$ cat config.mk
export PLATFORM = sky130hd
export DESIGN_NAME = vmm_front
export DESIGN_NICKNAME = d
export VERILOG_FILES = /design/src/rtl/core/vmm_pkg.sv /design/src/rtl/core/vmm_front.sv
export SDC_FILE = /design/constraint.sdc
export NUM_CORES = 1
export LEC_CHECK = 0
export BUFFER_PORTS_ARGS = -buffer_cell sky130_fd_sc_hd__buf_4
export CELL_PAD_IN_SITES_DETAIL_PLACEMENT = 1
export CELL_PAD_IN_SITES_GLOBAL_PLACEMENT = 2
export CORE_MARGIN = 1.5
export CORE_UTILIZATION = 14
export DETAILED_ROUTE_END_ITERATION = 7
export PLACE_DENSITY_LB_ADDON = 0.05
export SETUP_SLACK_MARGIN = 0.02
export SLEW_MARGIN = 20
export SYNTH_ARGS = -nofsm -noshare
export SYNTH_HDL_FRONTEND = slang
export SYNTH_SLANG_ARGS = --single-unit
export TNS_END_PERCENT = 30
$ cat constraint.sdc
create_clock -name vclk -period 1.8
set_clock_uncertainty 0.05 [all_clocks]
set_input_delay 0.18 -clock vclk [all_inputs]
set_output_delay 0.18 -clock vclk [all_outputs]
set_load 0.005 [all_outputs]
$ cat src/rtl/core/vmm_pkg.sv
// ============================================================================
// vmm_pkg
// Shared widths, command codes and the command word for the
// vector-matrix multiply.
// ============================================================================
package vmm_pkg;

    localparam int SIZE_W      = 7;
    localparam int IDX_W       = 6;
    localparam int DATA_W      = 16;
    localparam int PROD_W      = 32;
    localparam int ACC_W       = 40;

    localparam logic [SIZE_W-1:0] SIZE_RESET = 7'd4;

    localparam logic [1:0] FUNC_LOAD = 2'd0;
    localparam logic [1:0] FUNC_MAC  = 2'd1;
    localparam logic [1:0] FUNC_READ = 2'd2;

    localparam int QUEUE_DEPTH = 4;
    localparam int QPTR_W      = 2;
    localparam int QCNT_W      = 3;

    typedef enum logic [1:0]
    {
        OP_LOAD,
        OP_MAC,
        OP_READ
    } op_t;

    typedef struct packed
    {
        op_t               op;
        logic [IDX_W-1:0]  row;
        logic [IDX_W-1:0]  col;
        logic [DATA_W-1:0] value;
    } cmd_t;

endpackage

$ cat src/rtl/core/vmm_front.sv
// ============================================================================
// vmm_front
// Input side: accepts words, range-checks them against the size in use
// and pushes the surviving commands into the queue.
// ============================================================================
module vmm_front
    import vmm_pkg::*;
(
    input  logic              in_valid,
    output logic              in_stall,
    input  logic [1:0]        func,
    input  logic [IDX_W-1:0]  row,
    input  logic [IDX_W-1:0]  col,
    input  logic [DATA_W-1:0] value,
    input  logic [SIZE_W-1:0] eff_n,
    input  logic              q_full,
    output logic              push,
    output cmd_t              push_cmd
);

    logic keep;
    logic row_ok;
    logic col_ok;

    assign in_stall = q_full;
    assign row_ok   = SIZE_W'(row) < eff_n;
    assign col_ok   = SIZE_W'(col) < eff_n;

    always_comb
    begin
        push_cmd.row   = row;
        push_cmd.col   = col;
        push_cmd.value = value;
        case (func)
            FUNC_LOAD:
            begin
                push_cmd.op = OP_LOAD;
                keep        = row_ok;
            end
            FUNC_MAC:
            begin
                push_cmd.op = OP_MAC;
                keep        = row_ok && col_ok;
            end
            FUNC_READ:
            begin
                push_cmd.op = OP_READ;
                keep        = 1'b1;
            end
            default:
            begin
                push_cmd.op = OP_READ;
                keep        = 1'b0;
            end
        endcase
    end

    assign push = in_valid && !q_full && keep;

endmodule

### After elaboration in Yosys (flattened, before gate mapping)

Cells that the tools add are included.

* reduce and logical (&&, ||, !) cells: 5
* multiplexer cells: 2
* equality and inequality tests: 2
* $lt $le $gt $ge: 2

Operator list (number)
* $lt 6x7->1: 2
* $pmux 2 s2: 1
* $logic_and 1x1->1: 3
* $pmux 1 s3: 1
* $eq 2x1->1 const B: 1
* $eq 2x2->1 const B: 1
* $logic_not 2->1: 1
* $logic_not 1->1: 1

* output and inout port bits: 32
* bits of input ports: 39
* register bits after elaboration: 0
* word-level logic and storage cells: 11

### Longest topological paths before layout

* depth in word-level cells: 4
* gate-level depth with buffers: 6
* mapped depth without buffers: 6

### Worst setup path before layout

No wires, ideal clock.

* path type: input -> output
* start: input eff_n[5]
* end: output push
* data required time: 1.570 ns
* arrival: 1.179 ns
* slack: 0.391 ns
* stages on the path: 5
* path buffers: 0
* cells stage by stage: inv_1 > ha_1 > a2111oi_2 > o211ai_1 > a21oi_1

* cells in the longest elaborated chain, start to end: 4
* elaborated cells on any way between the ends: 5
* classes of those cells: order compare (2); mux (1); reduce/logical (2)

Ends and longest elaborated chain
* start, declared: RTL line vmm_front.sv:15 `input logic [SIZE_W-1:0] eff_n,`
* $lt 6x7->1, on equally long branches: RTL line vmm_front.sv:26, vmm_front.sv:27
* $logic_and 1x1->1: RTL line vmm_front.sv:43 `keep = row_ok && col_ok;`
* $pmux 1 s3 *: RTL line vmm_front.sv:34 `case (func)`
* $logic_and 1x1->1 *: RTL line vmm_front.sv:58 `assign push = in_valid && !q_full && keep;`
* end, declared: RTL line vmm_front.sv:17 `output logic push,`

Mark *: on every way between the ends. The rest lies on a longest branch, timed or not.

### Worst setup path in the final report

* start: input col[5]
* end: output push

* cells in the longest elaborated chain, start to end: 4

Ends and longest elaborated chain
* start, declared: RTL line vmm_front.sv:13 `input logic [IDX_W-1:0] col,`
* $lt 6x7->1: RTL line vmm_front.sv:27 `assign col_ok = SIZE_W'(col) < eff_n;`
* $logic_and 1x1->1: RTL line vmm_front.sv:43
* $pmux 1 s3: RTL line vmm_front.sv:34
* $logic_and 1x1->1: RTL line vmm_front.sv:58

No other way between the ends.

==> run_results.csv <==
group,metric,value,unit
synth,synth_fa_ha_area_share,24.8,%
synth,synth_top_area_share,43.1,%
routing,wl_met2,549,um
timing,hold_viol_final,0,
global_route,overflow,0,
power_and_ir_drop,power_density,203,mW/mm2
floorplanning,dieArea,0.00398,mm2
finish,final-instance-count-excl-fill,121,
synth,synth_mux_area_share,0,%
synth,synth_top_family_by_area,"buffers and inverters",
finish,n_clock_buffer,0,
finish,final_core_util,19.1,%
routing,top_layer_used,"met4",
synth,synthSimpleGateAreaFrac,9.90,%
power_and_ir_drop,power_frac_seq,0,%
power_and_ir_drop,switching_power,0.0000507,W
finish,antenna_cells,0,
critical_path,worstPathRequired,1570,ps
timing,finalCritPeriodShare,93.8,%
finish,multi_input_area,274,um2
job,max_cap_violations,0,
finish,area_growth,28.0,%
routing,wl_met3,129,um
critical_path,path_max_fanout,2,
floorplanning,row_count,21,
place,port_buffers,39,
critical_path,worstPathArrival,1460,ps
floorplanning,ioPinCount,71,
min_path,hp-class,"input pin to output port",
finish,nFlopsAndLatches,0,
global_route,grt_antenna_before_repair,0,
timing,maxSlewViolCount,0,
synth,synth-seq-area-share,0,%
synth,synth_xor_area_share,0,%
synth,synth_top_cell_by_area,"buf_4",
synth,synth_most_common_cell,"buf_4",
timing,hold_ws,310,ps
routing,drc,0,
synth,ys_warn_count,0,
critical_path,critPathKind,"input pin to output port",
routing,ant_nets,0,
critical_path,endpoint_kind,"output port",
synth,yosysUniqueCellTypes,17,
place,gp_congestion,0.587,
finish,nFillCells,407,
floorplanning,die_x,63.1,um
critical_path,crit_top_cell,"buf_4",
synth,synth_compound_gate_area_share,17.1,%
synth,synthCells,66,
critical_path,cpPeakStageDelay,380,ps
status,outcome,"finished, final reports clean",
timing,tns,0,ps
critical_path,crit_buf_inv,2,
synth,synthTopCellsByCount,"buf_4 (29), ha_1 (10), inv_1 (6)",
floorplanning,start_util,14.9,%
routing,wl_per_cell,9.69,um
critical_path,setup.worst_path.start_class,"input pin",
synth,synth_area,505,um2
finish,num-nets-final,126,
routing,routed_wl,1170,um
timing,post-route-min-period,1690,ps
global_route,grt_max_degree,6,
timing,setup_viol,0,
finish,drive_gt1_share,54.7,%
routing,num_vias,409,
global_route,grt_pass1_vias,389,
place,dp_cells,121,
power_and_ir_drop,clkPwrFrac,0,%
floorplanning,core,0.00339,mm2
power_and_ir_drop,leakagePower,0.345,nW
critical_path,cpLargestDelayFamily,"compound AO/OA/AOI/OAI gates",
timing,max_slew_margin,81.4,%
critical_path,cpMaxStageDelayCell,"a2111oi_4",
routing,drt_iter0_drc,1,
power_and_ir_drop,switching_share,38.6,%
timing,max_freq,592,MHz
routing,firstDrtPassIters,2,
power_and_ir_drop,intPower,0.0000807,W
synth,syn_nets,115,
finish,ff_latch_area,0,um2
power_and_ir_drop,power_frac_comb,100.0,%
synth,synth.area.top_cells,"buf_4 (43%), ha_1 (25%), inv_1 (4.5%)",
timing,worst_pin_slew,279,ps
clocking,post-cts-setup-buffers,0,
routing,m1WireLength,479,um
synth,syn_avg_cell_area,7.66,um2
global_route,grt_pass1_wl,1810,um
timing,grt_setup_unrepaired,"false",
routing,drt-vias-per-instance,3.38,
global_route,grt_usage,5.43,%
power_and_ir_drop,ir_drop,42.8,uV
floorplanning,die_h,63.1,um
critical_path,crit_path_cell_trace,"buf_4 -> ha_1 -> a2111oi_4 -> o211ai_1 -> a21oi_1 -> buf_4",
==> layer usage <==
layer | global-route usage [%] | up-vias
met4 | 0.833 | 0
li1 | - | 211
met1 | 6.68 | 166
met5 | 0 | -
met2 | 9.97 | 26
met3 | 0.893 | 6
==> power by group through the flow <==
stage	clock network (W)	registers (W)	logic, W
6_report	0	0	0.000131
3_5_place_dp	0	0	0.000131
2_1_floorplan	0	0	0.0000952
5_1_grt	0	0	0.000150
3_3_place_gp	0	0	0.000133
4_1_cts	0	0	0.000132
==> timing repair <==
item,4_1_cts,5_1_grt
setup endpoints to repair,0,1
hold buffers,0,0
resized for setup,0,1
==> cells in the final DEF, fill, tap and decap left out <==
cell type / count
a2111oi_4: 1
o211ai_1: 1
nand2b_4: 1
inv_1: 6
nor2_1: 1
nor2b_1: 1
a21o_1: 2
a211oi_1: 2
a21oi_1: 3
nand2b_1: 3
ha_1: 10
buf_4: 39
nand2_1: 2
o2111ai_1: 1
o21ai_1: 1
o21ai_0: 1
==> cells by family (layout without fill, tap and decap cells) <==
group | Yosys count | count (layout)
simple gates | 8 | 8
compound gates | 12 | 12
fa+ha+maj | 10 | 10
buf+inv | 36 | 45
==> final timing paths <==
kind,from,end,slack [ps],cells past startpoint
min,value[0],push_cmd[0],310,0
max,col[5],push,110,6
==> area by class of cell <==
cell class	instances	area share (%)
repair buffers	39	45.3
multi-input cells	30	42.4
well taps	46	8.90
inverters	6	3.48
==> per-stage QoR <==
stage                power, W  setup slack [ps]  cell area (um2)
floorplan           0.0000952               391              505
global placement     0.000133               122              634
detailed placement   0.000131              54.2              634
CTS                  0.000132              53.2              634
global route         0.000150              24.1              647
finish               0.000131               112              647
No activity file was read; power rests on OpenSTA's default activity.
