`src/rtl/core/vmm_pkg.sv`:
```
// ============================================================================
// vmm_pkg
// Shared widths, command codes and the command word for the
// vector-matrix multiply.
// ============================================================================
package vmm_pkg;

    localparam int SIZE_W      = 7;
    localparam int IDX_W       = 6;
    localparam int DATA_W      = 16;
    localparam int PROD_W      = 32;
    localparam int ACC_W       = 40;

    localparam logic [SIZE_W-1:0] SIZE_RESET = 7'd4;

    localparam logic [1:0] FUNC_LOAD = 2'd0;
    localparam logic [1:0] FUNC_MAC  = 2'd1;
    localparam logic [1:0] FUNC_READ = 2'd2;

    localparam int QUEUE_DEPTH = 4;
    localparam int QPTR_W      = 2;
    localparam int QCNT_W      = 3;

    typedef enum logic [1:0]
    {
        OP_LOAD,
        OP_MAC,
        OP_READ
    } op_t;

    typedef struct packed
    {
        op_t               op;
        logic [IDX_W-1:0]  row;
        logic [IDX_W-1:0]  col;
        logic [DATA_W-1:0] value;
    } cmd_t;

endpackage

```
`src/rtl/core/vmm_queue.sv`:
```
// ============================================================================
// vmm_queue
// Short command FIFO between the front and back ends.
// ============================================================================
module vmm_queue
    import vmm_pkg::*;
(
    input  logic clk,
    input  logic rst_n,
    input  logic push,
    input  cmd_t push_cmd,
    output logic full,
    output logic q_valid,
    output cmd_t q_cmd,
    input  logic pop
);

    cmd_t              mem [QUEUE_DEPTH];
    logic [QPTR_W-1:0] wr_ptr_reg;
    logic [QPTR_W-1:0] rd_ptr_reg;
    logic [QCNT_W-1:0] count_reg;
    logic [QCNT_W-1:0] count_next;

    assign full    = count_reg == QCNT_W'(QUEUE_DEPTH);
    assign q_valid = count_reg != '0;
    assign q_cmd   = mem[rd_ptr_reg];

    always_comb
    begin
        count_next = count_reg;
        if (push && !pop)
        begin
            count_next = count_reg + QCNT_W'(1);
        end
        else if (pop && !push)
        begin
            count_next = count_reg - QCNT_W'(1);
        end
    end

    always_ff @(posedge clk or negedge rst_n)
    begin
        if (!rst_n)
        begin
            wr_ptr_reg <= '0;
            rd_ptr_reg <= '0;
            count_reg  <= '0;
        end
        else
        begin
            if (push)
            begin
                wr_ptr_reg <= wr_ptr_reg + QPTR_W'(1);
            end
            if (pop)
            begin
                rd_ptr_reg <= rd_ptr_reg + QPTR_W'(1);
            end
            count_reg <= count_next;
        end
    end

    always_ff @(posedge clk)
    begin
        if (push)
        begin
            mem[wr_ptr_reg] <= push_cmd;
        end
    end

endmodule

```
`config.mk`:
```
export PLATFORM = sky130hd
export DESIGN_NAME = vmm_queue
export DESIGN_NICKNAME = d
export VERILOG_FILES = /design/src/rtl/core/vmm_pkg.sv /design/src/rtl/core/vmm_queue.sv
export SDC_FILE = /design/constraint.sdc
export NUM_CORES = 1
export LEC_CHECK = 0
export BUFFER_PORTS_ARGS = -buffer_cell sky130_fd_sc_hd__buf_4
export CAP_MARGIN = 25
export CORE_MARGIN = 2
export CORE_UTILIZATION = 61
export DETAILED_ROUTE_END_ITERATION = 6
export HOLD_SLACK_MARGIN = 0.12
export PLACE_DENSITY = 0.85
export SYNTH_ARGS = -nofsm -noshare
export SYNTH_HDL_FRONTEND = slang
export SYNTH_SLANG_ARGS = --single-unit
```
`constraint.sdc`:
```
create_clock -name clk -period 3.8 [get_ports clk]
set_input_delay 0.57 -clock clk [delete_from_list [all_inputs] [get_ports clk]]
set_output_delay 0.57 -clock clk [all_outputs]
set_load 0.02 [all_outputs]
```
# Yosys cells after proc, flatten, opt, wreduce, memory -nomap -nowiden
# Memories as Yosys holds them, arrays and structs flattened.
# Cells that the tools add are included.
# Widths: inputs -> output; s select.
dict set report classes {
  n_reduce_logical 6
  n_mux 4
  addsub 4
  n_eq_ne 1
}
# cell n
set ops {}
lappend ops {{$mux 3} 2}
lappend ops {{$add 2x1->2 const B} 2}
lappend ops {{$add 3x1->3 const B} 1}
lappend ops {{$eq 3x3->1 const B} 1}
lappend ops {{$reduce_bool 3->1} 1}
lappend ops {{$sub 3x1->3 const B} 1}
lappend ops {{$logic_and 1x1->1} 2}
lappend ops {{$logic_not 1->1} 2}
lappend ops {{$mux 1} 2}
lappend ops {{$reduce_bool 2->1} 1}
dict set report word_totals {
  wordCells 19
  inputBits 34
  n_memories 1
  out_inout_bits 32
  reg_bits 7
  ramBits 120
}
# name depth width read_ports rd_ports_with_merged_regs wr line
set mem_list {}
lappend mem_list {mem 4 30 1 0 1 vmm_queue.sv:18} ;# cmd_t mem [QUEUE_DEPTH];

# Depth between registers and ports, before layout
# Gate-level depths: netlist (run 1).
dict set report depth {
  depth_word 4
  depth_mapped 7
  mapped_depth_nobuf 7
}

# Worst setup path before layout (run 1)
# No wires, ideal clock.
dict set report synth_timing {
  path_type {register -> register}
  from {reg wr_ptr_reg[0]}
  to {mem mem[2][0] (netlist name), enable pin}
  arrival_time_ns 1.360
  setup_slack_ns 2.050
  stages_incl_launch_ff 4
  synth_period_minus_slack_ns 1.750
  path_cell_list {dfrtp_1 inv_1 ha_1 and2_1}
}
# item line
set synth_lines {}
lappend synth_lines {{from (decl)} vmm_queue.sv:19} ;# logic [QPTR_W-1:0] wr_ptr_reg;
lappend synth_lines {{from (signal assigned)} vmm_queue.sv:53} ;# wr_ptr_reg <= wr_ptr_reg + QPTR_W'(1);
lappend synth_lines {{to (decl)} vmm_queue.sv:18}
# Straight into the memory's write port.

==> results.md, run 1 <==
- Net Sw Power: roughly 1.5 mW
- DRC: 0
- Power per cell area: 843 mW/mm^2
- Syn Inst Count: about 190
- Switching share of total power: slightly below 30%
- Post-layout nets: 312
- Busiest layer in global routing: met2
- Flop pwr share: 40.0%
- CP delay by family, top: flip-flops
- CP Cell Sequence: buf_4 -> mux4_2 -> buf_4
- GR Layer Usage met1: 27.0%
- Most frequent CP cell: buf_4
- Max rail drop VDD: roughly 0.57 mV
- M3 GR Usage: 7.65%
- Final Cycle Share: 72.8%
- First-pass GRT wire length: ~13000 um
- Final setup violation count: 0
- Slew Limit Fails: 0
- Initial antenna violation count: 0
- Max FFs per register: between 100 and 150
- Ys Warns: 0
- Layout cells sized above 1: between 40 and 50%
- Leakage: approximately 2.1 nW
- Rows: 32
- Internal power: around 3.5 mW
- Worst-path fanout max: 16
- DIE AREA: roughly 0.0085 mm^2
- Clk pwr share: 30.9%
- Crit. End Element: output pin
- Largest net degree at the start of global routing: 31
- Layout overhead on the synthesized area: 23.8%
- Tightest Hold Check Type: in2reg
- Outcome: finished, final reports clean
- FF-to-FF setup slack: 2.05 ns
- Gr ovfl total: 0
- Worst endpoint required time: 3.23 ns
- Clk_skew: about 0.014 ns
- Critical Path End: q_cmd[29]
- IO Count: 66
- Final ANT Viol Nets: 0
- Routability cong.: 0.731
- Fin. Hold Viols: 0
- Max stage delay on crit path: around 0.78 ns
- Synthesized Nets: 231
- Distinct cells, synth: 19
- Slew at the pin closest to its max-slew limit: just over 0.8 ns
- Fillers: between 400 and 500
- RSZ-0062 raised after global routing: false
- IO buf count: between 60 and 70
- Gr usage total: between 20% and 30%
- Setup TNS: 0 ns
- Reg2reg end: mem[2][23]
- Mapped Area: 0.00476 mm^2
- Worst Setup SP: rd_ptr_reg[1]
- Element type at the critical path start: flop
- Crit path depth: 3
- First-pass iteration count of the detailed router: 4
- Combinational cell fraction of total power: roughly 29%
- Vias: roughly 2200
- Die H: 92.4 um
- Antenna cell count: 0
- Syn_area_per_cell: approximately 25 um^2
- H-tree depth: 4
- FF-to-FF path depth: 3
- Hold Worst Slack: between 0.2 and 0.3 ns
- CTS sink cnt: about 130
- Crit-path slowest cell: dfrtp_1
- Yosys reg bits: 127
- Clock Pin Slew Worst Setup and Hold Paths: ~0.06 ns
- Number of max-cap violations: 0
- Routed wire length: just over 8000 um
- Critical path buffers and inverters: 2
- GR Util met2: roughly 34%
- DIE WIDTH: roughly 92 um
- CTS tree: built
- Reg-to-Reg Start: wr_ptr_reg[0]
- Initial DRC count: 140
- Initial core utilization: between 60% and 70%
- Critical Path AT: between 2 and 2.5 ns
- Max Freq: approximately 0.36 GHz
- Via density: around 5.6
- Crit Path Class: reg2out
- TritonCTS buffer count: 17
- Period minus WS final: about 2.8 ns
- Post-CTS Resized: 0
- Latest clock arrival within the worst-skew pair: approximately 0.51 ns
- Core footprint: ~0.0076 mm^2
- Seq/Total Area, Yosys: 79.3%
- Max-slew headroom: between 40% and 50%
- Clock Tree Buf Depth: 2
- Vias in the first global route: between 2000 and 2500
- Root Buffer: clkbuf_8
- Routed len/inst: roughly 21 um
- DPL Wire Length: approximately 4700 um
==> routing by layer <==
layer | vias to the layer above | wire [um]
met3 | 13 | 462
met5 | - | 0
li1 | 960 | -
met2 | 77 | 4310
met4 | 0 | 121
met1 | 1114 | 3210
==> worst reg2reg max path, delay by kind of cell (launching register included) <==
| family | cells | cell delay, ns |
|---|---|---|
| AND/OR/NAND/NOR | 1 | 0.67 |
| adder cells (fa/ha/maj) | 1 | 0.14 |
| flip-flops | 1 | 0.43 |
| buffers and inverters | 1 | 0.11 |
==> layout by cell type, fill, tap and decap left out, drive strengths merged <==
cell,count
fa,1
clkinv,6
xnor2,2
mux4,30
xor2,4
bufinv,3
or3,1
mux2,1
clkbuf,18
inv,4
buf,68
ha,5
dfrtp,7
nor3b,1
nand2,2
clkinvlp,4
nor2,1
and2,4
edfxtp,120
dlygate4sd3,1
o21ai,1
==> power groups by stage <==
| stage | Sequential (mW) | Combinational, mW | Clock [mW] |
|---|---|---|---|
| after detailed placement | 2.02 | 1.45 | 0 |
| final | 1.99 | 1.45 | 1.54 |
| after CTS | 2.00 | 1.47 | 1.55 |
| after floorplan | 1.93 | 1.06 | 0 |
| after global routing | 2.02 | 1.53 | 1.62 |
| after global placement | 2.00 | 1.42 | 0 |
==> cell usage after synthesis (all sizes together) <==
cell type,number,area share (%)
ha,5,1.3
xor2,4,0.74
or3,1,0.13
fa,1,0.42
dfrtp,7,3.7
inv,4,0.32
nor3b,1,0.16
buf,7,1.8
nor2,1,0.079
edfxtp,120,76
xnor2,2,0.37
mux2,1,0.24
o21ai,1,0.10
mux4,30,14
nand2,2,0.16
and2,4,0.53
==> cell families (layout without fill, tap and decap cells) <==
| logic type | after synthesis | in the layout | synth area share, % |
|---|---|---|---|
| DFF | 127 | 127 | 79.3 |
| muxes | 31 | 31 | 14.6 |
| buffers and inverters | 11 | 104 | 2.13 |
| and+or+nand+nor | 9 | 9 | 1.05 |
| adders and majority gates | 6 | 6 | 1.73 |
| xor gates and xnor gates | 6 | 6 | 1.10 |
| AOI/OAI and AO/OA | 1 | 1 | 0.105 |
==> cell type report <==
type	instances	area (um^2)	area share, %
well taps	102	128	2.16
repair buffers	69	520	8.82
clock inverters	13	148	2.50
clock buffers	18	418	7.09
multi-input cells	53	890	15.1
inverters	4	15.0	0.255
flip-flops and latches	127	3780	64.1
==> how the worst min path moves through the flow <==
stage,cells after the start,end,slack (ns),from
floorplan,0,count_reg[0],0.27,rst_n
global placement,1,count_reg[2],0.39,rst_n
detailed placement,1,count_reg[0],0.39,rst_n
finish,1,mem[0][9],0.26,push_cmd[9]
global route,2,rd_ptr_reg[0],0.23,pop
CTS,1,mem[1][9],0.24,push_cmd[9]
==> through the flow <==
step / setup WS [ns] / power (mW) / utilization, % / instances / cell area [um^2]
2_1_floorplan: 2.05 / 2.99 / - / 191 / 4760
3_3_place_gp: 1.55 / 3.42 / 69.6 / 354 / 5320
3_5_place_dp: 1.54 / 3.47 / 69.6 / 354 / 5320
4_1_cts: 0.999 / 5.02 / 77.1 / 386 / 5900
5_1_grt: 0.933 / 5.17 / 77.1 / 386 / 5900
6_report: 1.03 / 4.97 / 77.1 / 386 / 5900
==> what timing repair did <==
action                     4_1_cts  5_1_grt
hold buffers                     1        0
setup endpoints to repair        0        0
setup buffers                    0        0
hold endpoints to repair         7        0
Power figures use the tool's default switching activity.
==> run 2, diff against run 1 <==
--- a/config.mk
+++ b/config.mk
@@ -5,13 +5,14 @@
 export SDC_FILE = /design/constraint.sdc
 export NUM_CORES = 1
 export LEC_CHECK = 0
+export ABC_AREA = 1
 export BUFFER_PORTS_ARGS = -buffer_cell sky130_fd_sc_hd__buf_4
 export CAP_MARGIN = 25
 export CORE_MARGIN = 2
-export CORE_UTILIZATION = 61
+export CORE_UTILIZATION = 52
 export DETAILED_ROUTE_END_ITERATION = 6
 export HOLD_SLACK_MARGIN = 0.12
-export PLACE_DENSITY = 0.85
+export PLACE_DENSITY = 0.77
 export SYNTH_ARGS = -nofsm -noshare
 export SYNTH_HDL_FRONTEND = slang
 export SYNTH_SLANG_ARGS = --single-unit
==> constraint.sdc (replaced) <==
create_clock -name clk -period 2.4 [get_ports clk]
set_input_delay 0.36 -clock clk [delete_from_list [all_inputs] [get_ports clk]]
set_output_delay 0.36 -clock clk [all_outputs]
set_load 0.02 [all_outputs]
==> run 2 against run 1 <==
Synthesized cell count grew 110%. Non-clock buffer count up 45. Power rose by 74%. Hold slack worse by 0.067 ns. Clock skew decreased by 0.0070 ns. Combinational power rose by 120%. Final cell count rose by 70%.
==> results.md, run 2 <==
- IO buf count: 65 (unchanged)
- Vias in the first global route: 3323 (+44%)
- First-pass GRT wire length: 16000 um (+26%)
- Crit Path Class: reg2out
- Slew Limit Fails: 0 (unchanged)
- Critical Path AT: 1.90 ns (-0.30 ns)
- IO Count: 66 (unchanged)
- Clock Tree Buf Depth: 2 (unchanged)
- Combinational cell fraction of total power: 36.6% (+7.5 points)
- Die H: 104 um (+13%)
- Commonest non-fill, non-tap cell in the layout: edfxtp_1
- Net Sw Power: 3.05 mW (+110%)
- Outcome: finished, final reports clean
- GR Util met2: 34.0% (-0.38 points)
- Routed len/inst: 14.9 um (-29%)
- Setup TNS: 0 ns (unchanged)
- Register Area: 0.00378 mm^2 (about the same)
- Final ANT Viol Nets: 0 (unchanged)
- Initial antenna violation count: 0 (unchanged)
- Initial DRC count: 150 (+7.1%)
- Ys flop type: edfxtp_1
- EDFF count, synth: 120 (unchanged)
- Yosys reg bits: 127 (unchanged)
- TritonCTS buffer count: 17 (unchanged)
- Vias: 3249 (+50%)
- Antenna cell count: 0 (unchanged)
- Max-slew headroom: 73.3% (+27 points)
- Clk_skew: 0.00684 ns (-0.00705 ns)
- Ys Warns: 0 (unchanged)
- Area of the multi-input gates: 0.00104 mm^2 (+17%)
- Switching share of total power: 35.2% (+5.9 points)
- Clock Pin Slew Worst Setup and Hold Paths: 0.06 ns (about the same)
- Cell with the most instances after synthesis: edfxtp_1
- Slew at the pin closest to its max-slew limit: 0.400 ns (-0.411 ns)
- Internal power: 5.62 mW (+60%)
- Via density: 4.95 (-12%)
- Max rail drop VDD: 0.771 mV (+36%)
- Period minus WS final: 2.26 ns
- Gr usage total: 19.4% (-1.8 points)
- Root Buffer: clkbuf_8
- Initial core utilization: 53.7% (-8.6 points)
- Worst-path fanout max: 25 (+9)
- Final setup violation count: 0 (unchanged)
- Max FFs per register: 120 (unchanged)
- Mapped Area: 0.00525 mm^2 (+10%)
- Crit. End Element: output pin
- Syn Inst Count: 399 (+110%)
- Power per cell area: 1280 mW/mm^2 (+51%)
- Distinct cells, synth: 18 (-1)
- Clk pwr share: 27.4% (-3.5 points)
- Rows: 36 (+13%)
- CTS tree: built
- CTS sink cnt: 127 (unchanged)
- Routed wire length: 9790 um (+21%)
- Most frequent cells in the layout: 120 x edfxtp_1, 104 x nand2_1, 78 x buf_4, 72 x inv_1, 49 x o211ai_1
- Gr ovfl total: 0 (unchanged)
- Number of max-cap violations: 0 (unchanged)
- RSZ-0062 raised after global routing: false
- Layout cells sized above 1: 23.3% (-22 points)
- DRC: 0 (unchanged)
- Element type at the critical path start: flop
- First-pass iteration count of the detailed router: 4 (unchanged)
- Async S/R FF share, synth: 5.51% (unchanged)
- Max Freq: around 0.44 GHz
- Final Cycle Share: between 90% and 100%
- Total Power: 8.67 mW (+74%)
- H-tree depth: 4 (unchanged)
- Synthesized Nets: 439 (+90%)
- Fillers: 665 (+63%)
- Leading area contributor after synthesis: edfxtp_1
- Routability cong.: 0.715 (-2.3%)
- Busiest layer in global routing: met2
- Leakage: 2.82 nW (+35%)
- Tightest Hold Check Type: in2async
- DIE AREA: 0.0109 mm^2 (+28%)
- DIE WIDTH: 104 um (+13%)
- Largest net degree at the start of global routing: 31 (unchanged)
- Syn_area_per_cell: 13.2 um^2 (-47%)
- Synth cell count leaders: 120 x edfxtp_1, 104 x nand2_1, 72 x inv_1
- GR Layer Usage met1: 23.0% (-4.0 points)
- Layout overhead on the synthesized area: 29.3%
- Core footprint: 0.00977 mm^2 (+28%)
- Fin. Hold Viols: 0 (unchanged)
- Synth top area cells: edfxtp_1 69%, nand2_1 7.4%, o211ai_1 7.0%, inv_1 5.1%, dfrtp_1 3.3%
- M3 GR Usage: 5.33% (-2.3 points)
- Latest clock arrival within the worst-skew pair: 0.51 ns (about the same)
- Post-synth top area share: 68.6% (-7.0 points)
- DPL Wire Length: 5910 um (+25%)
- Worst endpoint required time: 2.04 ns (-1.19 ns)
- Seq/Total Area, Yosys: 72.0% (-7.3 points)
- Flop pwr share: 36.0% (-4.0 points)
- Post-layout nets: 551 (+77%)
## run 2: changes by cell type after synthesis, sizes merged, moves of 4 or more
cell	change
mux4	-30
and2	-4
buf	+10
nand2	+102
clkbuf	+4
o211ai	+60
inv	+68
## run 2: path summary, 6_finish.rpt
| check | from | endpoint | slack (ns) | cells past startpoint |
|---|---|---|---|---|
| setup / recovery | rd_ptr_reg[0] | q_cmd[21] | 0.14 | 5 |
| hold / removal | rst_n | count_reg[1] | 0.19 | 2 |
| setup reg to reg | wr_ptr_reg[0] | mem[0][22] | 0.83 | 5 |
| hold reg to reg | count_reg[2] | count_reg[2] | 0.48 | 2 |
| max in group asynchronous | rst_n | rd_ptr_reg[0] | 2.07 | 2 |
| min in group clk | count_reg[2] | count_reg[2] | 0.48 | 2 |
## run 2: final cells by class
| class | count | share of cell area [%] |
|---|---|---|
| clock buffers | 18 | 6.16 |
| clock inverters | 14 | 2.10 |
| inverters | 72 | 3.98 |
| multi-input cells | 179 | 15.3 |
| flip-flops and latches | 127 | 55.7 |
| well taps | 133 | 2.45 |
| repair buffers | 114 | 14.3 |
## run 2: logic make-up (layout without fill, tap and decap cells)
family / after synthesis / count (layout) / synth area share (%)
adder cells (fa/ha/maj): 6 / 6 / 1.57
buffers and inverters: 93 / 218 / 8.25
AND/OR/NAND/NOR: 108 / 108 / 7.82
flip-flops: 127 / 127 / 72.0
AO/OA/AOI/OAI: 61 / 61 / 9.72
XOR/XNOR: 4 / 4 / 0.667
## run 2: repair_timing
action / in CTS / in global routing
gates resized for setup: 0 / 0
hold endpoints to repair: 130 / 0
endpoints found under the setup margin: 2 / 0
hold buffers: 33 / 0
buffers inserted: 1 / 0
## run 2: stage by stage
step | setup WS (ns) | utilization [%] | hold WS (ns) | std cells | instance area (um^2)
2_1_floorplan | 0.757 | - | 0.0644 | 399 | 5250
3_3_place_gp | 0.608 | 60.2 | 0.181 | 591 | 5880
3_5_place_dp | 0.546 | 60.2 | 0.181 | 591 | 5880
4_1_cts | 0.144 | 69.5 | 0.179 | 657 | 6790
5_1_grt | 0.0231 | 69.5 | 0.189 | 657 | 6790
6_report | 0.140 | 69.5 | 0.191 | 657 | 6790
## run 2: power groups by stage
stage	Sequential [mW]	Combinational, mW	Clock [mW]
after floorplan	3.07	2.12	0
after global placement	3.19	2.99	0
after detailed placement	3.21	3.05	0
after CTS	3.12	3.21	2.40
after global routing	3.17	3.47	2.50
final	3.12	3.18	2.37
## run 2: routing by layer
layer / vias up / wire length (um)
li1: 1597 / -
met5: - / 0
met4: 0 / 123
met1: 1543 / 4030
met2: 97 / 5130
met3: 12 / 512
## run 2: critical path, stage by stage, from the launching register on
cell and delay [ns]:
dfrtp_4 0.61, buf_4 0.29, nand2_1 0.11, o211ai_1 0.12, nand2_1 0.09, buf_4 0.16
